`src/design/wibcd_pkg.sv`:
```
// Types, constants and the double-dabble step for the Wiegand id BCD packer.
package wibcd_pkg;

  localparam int unsigned CardBits  = 16;
  localparam int unsigned BcdWidth  = 20;
  localparam int unsigned FacWidth  = 12;
  localparam int unsigned NumCells  = CardBits;
  localparam logic [7:0]  MaxLength = 8'd6;
  localparam logic [3:0]  DigitMask = 4'hf;

  typedef struct packed {
    logic [23:0] card_bytes;
    logic [7:0]  length_field;
  } in_req_t;

  typedef struct packed {
    logic [31:0] packed_id;
    logic        status;
  } out_req_t;

  // State that travels down the row of cells.
  typedef struct packed {
    logic [CardBits-1:0] card_sh;
    logic [CardBits-1:0] fac_sh;
    logic [BcdWidth-1:0] card_bcd;
    logic [FacWidth-1:0] fac_bcd;
    logic                err;
  } cell_data_t;

  // One shift-and-add-3 step: correct every digit of five or more, then
  // shift in the next binary bit.
  function automatic logic [BcdWidth-1:0] dd_step(input logic [BcdWidth-1:0] bcd,
                                                  input logic bit_in);
    logic [BcdWidth-1:0] adj;
    adj = bcd;
    for (int d = 0; d < BcdWidth / 4; d++) begin
      if (adj[4*d +: 4] >= 4'd5) begin
        adj[4*d +: 4] = adj[4*d +: 4] + 4'd3;
      end
    end
    return {adj[BcdWidth-2:0], bit_in};
  endfunction

endpackage

```
`src/design/wibcd_cell.sv`:
```
// One double-dabble cell: a single conversion step on both lanes per request.
module wibcd_cell (
  input  logic                  clk,
  input  logic                  rst_n,
  input  logic                  valid_up,
  input  wibcd_pkg::cell_data_t data_up,
  output logic                  ready_up,
  output logic                  valid_r,
  output wibcd_pkg::cell_data_t data_r,
  input  logic                  ready_dn
);

  logic                  valid_nxt;
  wibcd_pkg::cell_data_t data_nxt;
  logic [wibcd_pkg::BcdWidth-1:0] fac_wide;

  // Take a new request whenever this slot is empty or is draining below.
  assign ready_up = !valid_r || ready_dn;

  always_comb begin
    fac_wide = wibcd_pkg::dd_step({{(wibcd_pkg::BcdWidth - wibcd_pkg::FacWidth){1'b0}},
                                   data_up.fac_bcd},
                                  data_up.fac_sh[wibcd_pkg::CardBits-1]);
    data_nxt          = data_up;
    data_nxt.card_bcd = wibcd_pkg::dd_step(data_up.card_bcd,
                                           data_up.card_sh[wibcd_pkg::CardBits-1]);
    data_nxt.fac_bcd  = fac_wide[wibcd_pkg::FacWidth-1:0];
    data_nxt.card_sh  = {data_up.card_sh[wibcd_pkg::CardBits-2:0], 1'b0};
    data_nxt.fac_sh   = {data_up.fac_sh[wibcd_pkg::CardBits-2:0], 1'b0};
    valid_nxt         = ready_up ? valid_up : valid_r;
  end

  always_ff @(posedge clk) begin
    if (!rst_n) begin
      valid_r <= 1'b0;
    end else begin
      valid_r <= valid_nxt;
    end
  end

  always_ff @(posedge clk) begin
    if (ready_up) begin
      data_r <= data_nxt;
    end
  end

endmodule

```
`src/design/wiegand_id_bcd_packer_core.sv`:
```
// Top level of the Wiegand id BCD packer: a row of sixteen double-dabble cells.
// The result passes through all sixteen cell registers, one cell per card bit,
// and out_valid rises once the last cell holds it.
// Throughput: one request per cycle while out_stall is low; each cell holds one request in flight.
// The last cell is the output register; bubbles close up under out_stall.
// Reset (rst_n low, synchronous) empties every cell; payload is not reset.
module wiegand_id_bcd_packer_core (
  input  logic                clk,
  input  logic                rst_n,
  input  logic                in_valid,
  output logic                in_stall,
  input  wibcd_pkg::in_req_t  in_req,
  output logic                out_valid,
  input  logic                out_stall,
  output wibcd_pkg::out_req_t out_req
);

  localparam int unsigned N = wibcd_pkg::NumCells;

  // Handshake wires between neighbors: index i feeds cell i.
  logic                  valid_c [N+1];
  logic                  ready_c [N+1];
  wibcd_pkg::cell_data_t data_c  [N+1];

  wibcd_pkg::cell_data_t last;
  logic [3:0]            fac_h, fac_t, fac_u;

  // Load the head of the row: facility lane zero-extended to the card width,
  // since leading zeros leave double dabble untouched.
  always_comb begin
    data_c[0].card_sh  = in_req.card_bytes[15:0];
    data_c[0].fac_sh   = {8'h00, in_req.card_bytes[23:16]};
    data_c[0].card_bcd = '0;
    data_c[0].fac_bcd  = '0;
    data_c[0].err      = in_req.length_field > wibcd_pkg::MaxLength;
  end

  assign valid_c[0] = in_valid;
  assign in_stall   = !ready_c[0];

  for (genvar i = 0; i < N; i++) begin : g_cell
    wibcd_cell u_cell (
      .clk      (clk),
      .rst_n    (rst_n),
      .valid_up (valid_c[i]),
      .data_up  (data_c[i]),
      .ready_up (ready_c[i]),
      .valid_r  (valid_c[i+1]),
      .data_r   (data_c[i+1]),
      .ready_dn (ready_c[i+1])
    );
  end

  // The tail cell is the output register.
  assign ready_c[N] = !out_stall;
  assign out_valid  = valid_c[N];
  assign last       = data_c[N];

  assign fac_h = last.fac_bcd[11:8] & wibcd_pkg::DigitMask;
  assign fac_t = last.fac_bcd[7:4]  & wibcd_pkg::DigitMask;
  assign fac_u = last.fac_bcd[3:0]  & wibcd_pkg::DigitMask;

  // Pack little-endian: facility hundreds and tens lowest, card tens and units in the top byte.
  // Drop the id to zero on a length error.
  always_comb begin
    out_req.status = last.err;
    if (last.err) begin
      out_req.packed_id = '0;
    end else begin
      out_req.packed_id = {last.card_bcd[7:0], last.card_bcd[15:8],
                           fac_u, last.card_bcd[19:16], fac_h, fac_t};
    end
  end

endmodule

```
`config.mk`:
```
export PLATFORM = sky130hd
export DESIGN_NAME = wiegand_id_bcd_packer_core
export DESIGN_NICKNAME = d
export VERILOG_FILES = /design/src/design/wibcd_pkg.sv /design/src/design/wibcd_cell.sv /design/src/design/wiegand_id_bcd_packer_core.sv
export SDC_FILE = /design/constraint.sdc
export NUM_CORES = 1
export LEC_CHECK = 0
export BUFFER_PORTS_ARGS = -buffer_cell sky130_fd_sc_hd__buf_2
export CAP_MARGIN = 25
export CORE_ASPECT_RATIO = 1.1
export CORE_MARGIN = 8
export CORE_UTILIZATION = 44
export DETAILED_ROUTE_END_ITERATION = 8
export PLACE_DENSITY = 0.6
export SYNTH_ARGS = -nofsm -noshare
export SYNTH_HDL_FRONTEND = slang
export SYNTH_SLANG_ARGS = --single-unit
export TNS_END_PERCENT = 50
```
`constraint.sdc`:
```
create_clock -name clk -period 3.33 [get_ports clk]
set_input_delay 0.8325 -clock clk [delete_from_list [all_inputs] [get_ports clk]]
set_output_delay 0.8325 -clock clk [all_outputs]
set_load 0.005 [all_outputs]
```
==> results of run 1 <==
[power by group through the flow]
stage	sequential, uW	combinational (uW)	clock (uW)
CTS	8400	2840	5110
global route	8550	3280	5350
floorplan	8340	2360	0
finish	8380	2780	4930
detailed placement	8510	2820	0
global placement	8460	2700	0
[cells in the mapped netlist (16+ instances only)]
cell type and count:
xnor2_1 42, mux2i_1 39, nor2_1 46, nand2b_1 70, a21oi_1 49, edfxtp_1 441, inv_1 94, nor2b_1 34
ha_1 88, dfxtp_1 16, nand2_1 155, o21ai_0 77
[critical path, cell delays in order, from the launching register on]
cell	delay (ps)
dfxtp_1	490
and4_1	320
and4bb_4	310
and3_1	170
buf_2	110
[registers in the layout, summed over array words and instances, names as in the netlist]
name / flops
g_cell.u_cell.data_r: 441
g_cell.u_cell.valid_r: 16
[final timing paths]
kind | from | endpoint | cells after the start | slack (ps)
max | g_cell[7].u_cell.valid_r$_SDFFE_PN0P_ | in_stall | 4 | 530
min | g_cell[7].u_cell.data_r[61]$_DFFE_PP_ | g_cell[8].u_cell.data_r[62]$_DFFE_PP_ | 0 | 410
max reg2reg | g_cell[7].u_cell.valid_r$_SDFFE_PN0P_ | g_cell[2].u_cell.data_r[60]$_DFFE_PP_ | 3 | 1420
min reg2reg | g_cell[7].u_cell.data_r[61]$_DFFE_PP_ | g_cell[8].u_cell.data_r[62]$_DFFE_PP_ | 0 | 410
[layer usage]
metal  track usage [%]  vias up  routed length (um)
met5                 0        -                   0
met4              3.15        0                 433
met3              2.66       40                1190
met2              18.3      117               12000
met1              8.79     4177                8210
li1                  -     4540                   -
[final cells by class]
| cell class | count | area (um^2) |
|---|---|---|
| inverters | 95 | 359 |
| multi-input cells | 648 | 4240 |
| flip-flops and latches | 457 | 13600 |
| well taps | 560 | 701 |
| clock inverters | 25 | 254 |
| fillers | 3421 | 20300 |
| clock buffers | 57 | 1210 |
| repair buffers | 81 | 458 |
[cell families after synthesis]
kind of cell | after synthesis | share of synthesized area (%)
DFF | 457 | 74.5
muxes | 39 | 2.14
adders and majority gates | 88 | 6.05
AOI/OAI and AO/OA | 148 | 4.34
other | 1 | 0.0206
and+or+nand+nor | 329 | 8.72
xor gates and xnor gates | 42 | 2.02
buffers and inverters | 104 | 2.23
[placed cells by master, fill, tap and decap left out, types with 3 or more instances in the layout]
master / synthesis / layout
buf_4: 3 / 12
bufinv_16: 0 / 4
nand2b_1: 70 / 70
edfxtp_1: 441 / 441
dfxtp_1: 16 / 16
nor2b_1: 34 / 34
nor2_1: 46 / 46
buf_2: 1 / 68
inv_1: 94 / 94
and4_1: 4 / 4
o21ai_0: 77 / 77
nand3_1: 7 / 7
clkbuf_16: 0 / 47
clkinv_2: 0 / 6
o21a_1: 6 / 6
nand2_1: 155 / 155
a21boi_0: 3 / 3
a21oi_1: 49 / 49
o21ai_1: 6 / 6
o22a_1: 4 / 4
mux2i_1: 39 / 39
ha_1: 88 / 88
clkinv_1: 0 / 11
nand4_1: 4 / 4
xnor2_1: 42 / 42
clkbuf_1: 5 / 10
[metrics by stage]
step / instances / total power [uW] / instance area (um^2)
finish: 1923 / 16100 / 20800
global route: 1923 / 17200 / 20800
CTS: 1923 / 16300 / 20800
detailed placement: 1841 / 11300 / 19300
global placement: 1840 / 11200 / 19300
floorplan: 1209 / 10700 / 18200
==> run metrics, run 1 <==
Hold-fix buffers, CTS 0; initial antenna violation count 0; final design utilization 50.6%; Startpoint Class flip-flop; Cell Area, Synth 18200 um^2; H-tree Lvls 2; largest cells by area after synthesis edfxtp_1 73%, ha_1 6.0%, nand2_1 3.2%; CP Capture Type primary output; Initial Util 44.3%; CTS-repair resized insts 0; Die Wd 210 um; CTS clk-pin slew, worst paths 60 ps; Syn. warnings 0; share of flip-flops with an asynchronous set or reset 0%; fin crit share 84.0%; Site Rows 78; Post-synth top flop edfxtp_1; status finished, final reports clean; Synth cell types 35; core area 41100 um^2; Root Driver clkbuf_16; clock buffer depth 3; Sw Pwr 4080 uW; DRT Wirelength 21900 um; cell-internal power 12000 uW; register share of total power 52.1%; die height 229 um; Leak Pwr 0.00833 uW; area growth from synthesis to layout 14.2%; first drt pass iteration count 4; TritonCTS Buffers 47; FMAX 357 MHz; Die ar. 48200 um^2; post-synthesis register bit count 457; post-CTS setup buffers 0; Slew @ Worst Pin 912 ps; DR DRC count 0; minimum clock period 2800 ps; Pins Over Slew Limit 0; combinational power share 17.3%; dpl hpwl 15200 um; GRT Util Overall 9.22%; Worst EP arrival 1970 ps; TritonCTS clock tree yes; slew margin rel. 39.2%; PD cells 774 nW/um^2; Initial DRC Count 307; ANT nets after route 0; clock share of power 30.6%; number of vias per cell 4.61; gpl congestion 0.734; Final Hold Violating Endpoints 0; cell taking the most area after synthesis edfxtp_1; Hold Worst Slack 415 ps; total grt overflow 0; Vias 8874; post-synth top area share 72.7%; Max VDD drop 495 uV; setup slack at placement 604 ps; first-pass GRT wire length 38200 um; critical path class flip-flop to primary output; PnR worst setup slack 532 ps; Switching Share 25.4%; Ports 71; clock latency on the worst-skew pair 550 ps; vias in the first global route 8958; Seq/Total Area, Yosys 74.5%; required time worst endpoint 2500 ps; CTS sink cnt 457; total of max-cap violations 0; layout cells sized above 1 10.9%; largest net degree at the start of global routing 35; syn_area_per_cell 15.1 um^2; WL per Instance 11.4 um; Min-Delay Path Class flip-flop to flip-flop; EDFF count, synth 441; IO buf count 68; final setup violation count 0; maximum fanout along the worst path 10; RSZ-0062 raised after global routing no; cells after synthesis 1208; Final #Nets 1454; # diodes 0; Layout Skew 8.74 ps; Setup TNS 0 ps
Power figures use the tool's default switching activity.
==> inputs of run 2 (changes only) <==
- clock period: 3.33 -> 2.9 ns (I/O delays scaled with it)
==> run 2 against run 1 <==
Core utilization about the same. Wire length is 0.71% higher. Critical endpoint unchanged. Die area stayed put. Final area about the same. Global-route usage fell by 0.055 points.
==> run metrics, run 2 (synthesis gave the netlist of run 1 again) <==
Largest register FFs 441; fill cell count 3411; clock latency on the worst-skew pair 550 ps; status finished, final reports clean; vias in the first global route 8900; DRT Wirelength 22000 um; Layout Cells excl Fill 1931; Min-Delay Path Class input port to flip-flop; commonest non-fill, non-tap cells in the layout 441 x edfxtp_1, 155 x nand2_1, 94 x inv_1, 88 x ha_1, 77 x o21ai_0; Initial Util 44.3%; WL per Instance 11.4 um; slew margin rel. 43.9%; Pins Over Slew Limit 0; commonest non-fill, non-tap cell in the layout edfxtp_1; CP Capture Type primary output; Setup TNS 0 ps; largest net degree at the start of global routing 35; final setup violation count 0; post-CTS setup buffers 0; TritonCTS clock tree yes; RSZ-0062 raised after global routing no; Hold-fix buffers, CTS 0; Die Wd 210 um; GRT Util Overall 9.16%; TritonCTS Buffers 47; area growth from synthesis to layout 14.2%; Site Rows 78; setup slack at placement 489 ps; Max VDD drop 503 uV; number of vias per cell 4.57; layout cells sized above 1 11.3%; Startpoint Class flip-flop; PD cells 889 nW/um^2; dpl hpwl 15300 um; Final #Nets 1456; critical path class flip-flop to primary output; total grt overflow 0; Root Driver clkbuf_16; Worst EP arrival 1940 ps; minimum clock period 2660 ps; gpl congestion 0.743; Initial DRC Count 271; total of max-cap violations 0; die height 229 um; Final Hold Violating Endpoints 0; largest registers g_cell.u_cell.data_r: 441 flops, g_cell.u_cell.valid_r: 16 flops; CTS-repair resized insts 0; placed cells 1843; CTS clk-pin slew, worst paths 60 ps; clock buffer depth 3; PnR worst setup slack 238 ps; final total power 18500 uW; FMAX 376 MHz; Ports 71; # diodes 0; CTS sink cnt 457; first-pass GRT wire length 37800 um; required time worst endpoint 2170 ps; IO buf count 68; core area 41100 um^2; ANT nets after route 0; maximum fanout along the worst path 10; r2r setup slk 1020 ps; Vias 8834; initial antenna violation count 0; H-tree Lvls 2; first drt pass iteration count 6; Layout Skew 10.2 ps; DR DRC count 0; Biggest register g_cell.u_cell.data_r; Leak Pwr 0.00833 uW; fin crit share 91.8%; Slew @ Worst Pin 840 ps; Die ar. 48200 um^2; Hold Worst Slack 346 ps
run 2: report_power, final:
part           switching (uW)  internal (uW)
Combinational            1660           1550
Clock                    2390           3270
Sequential                718           8910
Total                    4770          13700
run 2: path summary, 6_finish.rpt:
path / start / end / cells past startpoint
worst min-delay path: in_req[11] / g_cell[0].u_cell.data_r[53]$_DFFE_PP_ / 1
worst min register to register: g_cell[1].u_cell.data_r[55]$_DFFE_PP_ / g_cell[2].u_cell.data_r[56]$_DFFE_PP_ / 0
worst max register to register: g_cell[7].u_cell.valid_r$_SDFFE_PN0P_ / g_cell[2].u_cell.data_r[36]$_DFFE_PP_ / 3
worst max-delay path: g_cell[7].u_cell.valid_r$_SDFFE_PN0P_ / in_stall / 4
run 2: per-stage QoR:
step | area, um^2 | util [%]
floorplan | 18200 | -
global route | 20800 | 50.6
detailed placement | 19300 | 47.0
finish | 20800 | 50.6
CTS | 20800 | 50.6
global placement | 19300 | 47.0
run 2: layer usage:
metal / track usage [%] / part of all wire (%) / up-vias
met5: 0 / 0 / -
li1: - / - / 4547
met4: 3.42 / 2.4 / 0
met2: 18.0 / 55 / 125
met3: 2.47 / 4.8 / 42
met1: 8.96 / 38 / 4120
run 2: layout make-up:
| class | instances | area, um^2 | share of cell area (%) |
|---|---|---|---|
| sequential | 457 | 13600 | 65.2 |
| tap | 560 | 701 | 3.37 |
| multi-input combinational | 648 | 4240 | 20.4 |
| timing repair buffer | 83 | 453 | 2.18 |
| inverter | 95 | 359 | 1.73 |
| clock inverter | 31 | 268 | 1.29 |
| clock buffer | 57 | 1210 | 5.83 |
run 2: critical path, stage by stage, from the launching register on:
cell      delay (ps)
dfxtp_1          480
and4_1           320
and4bb_4         310
and3_1           160
buf_2            110
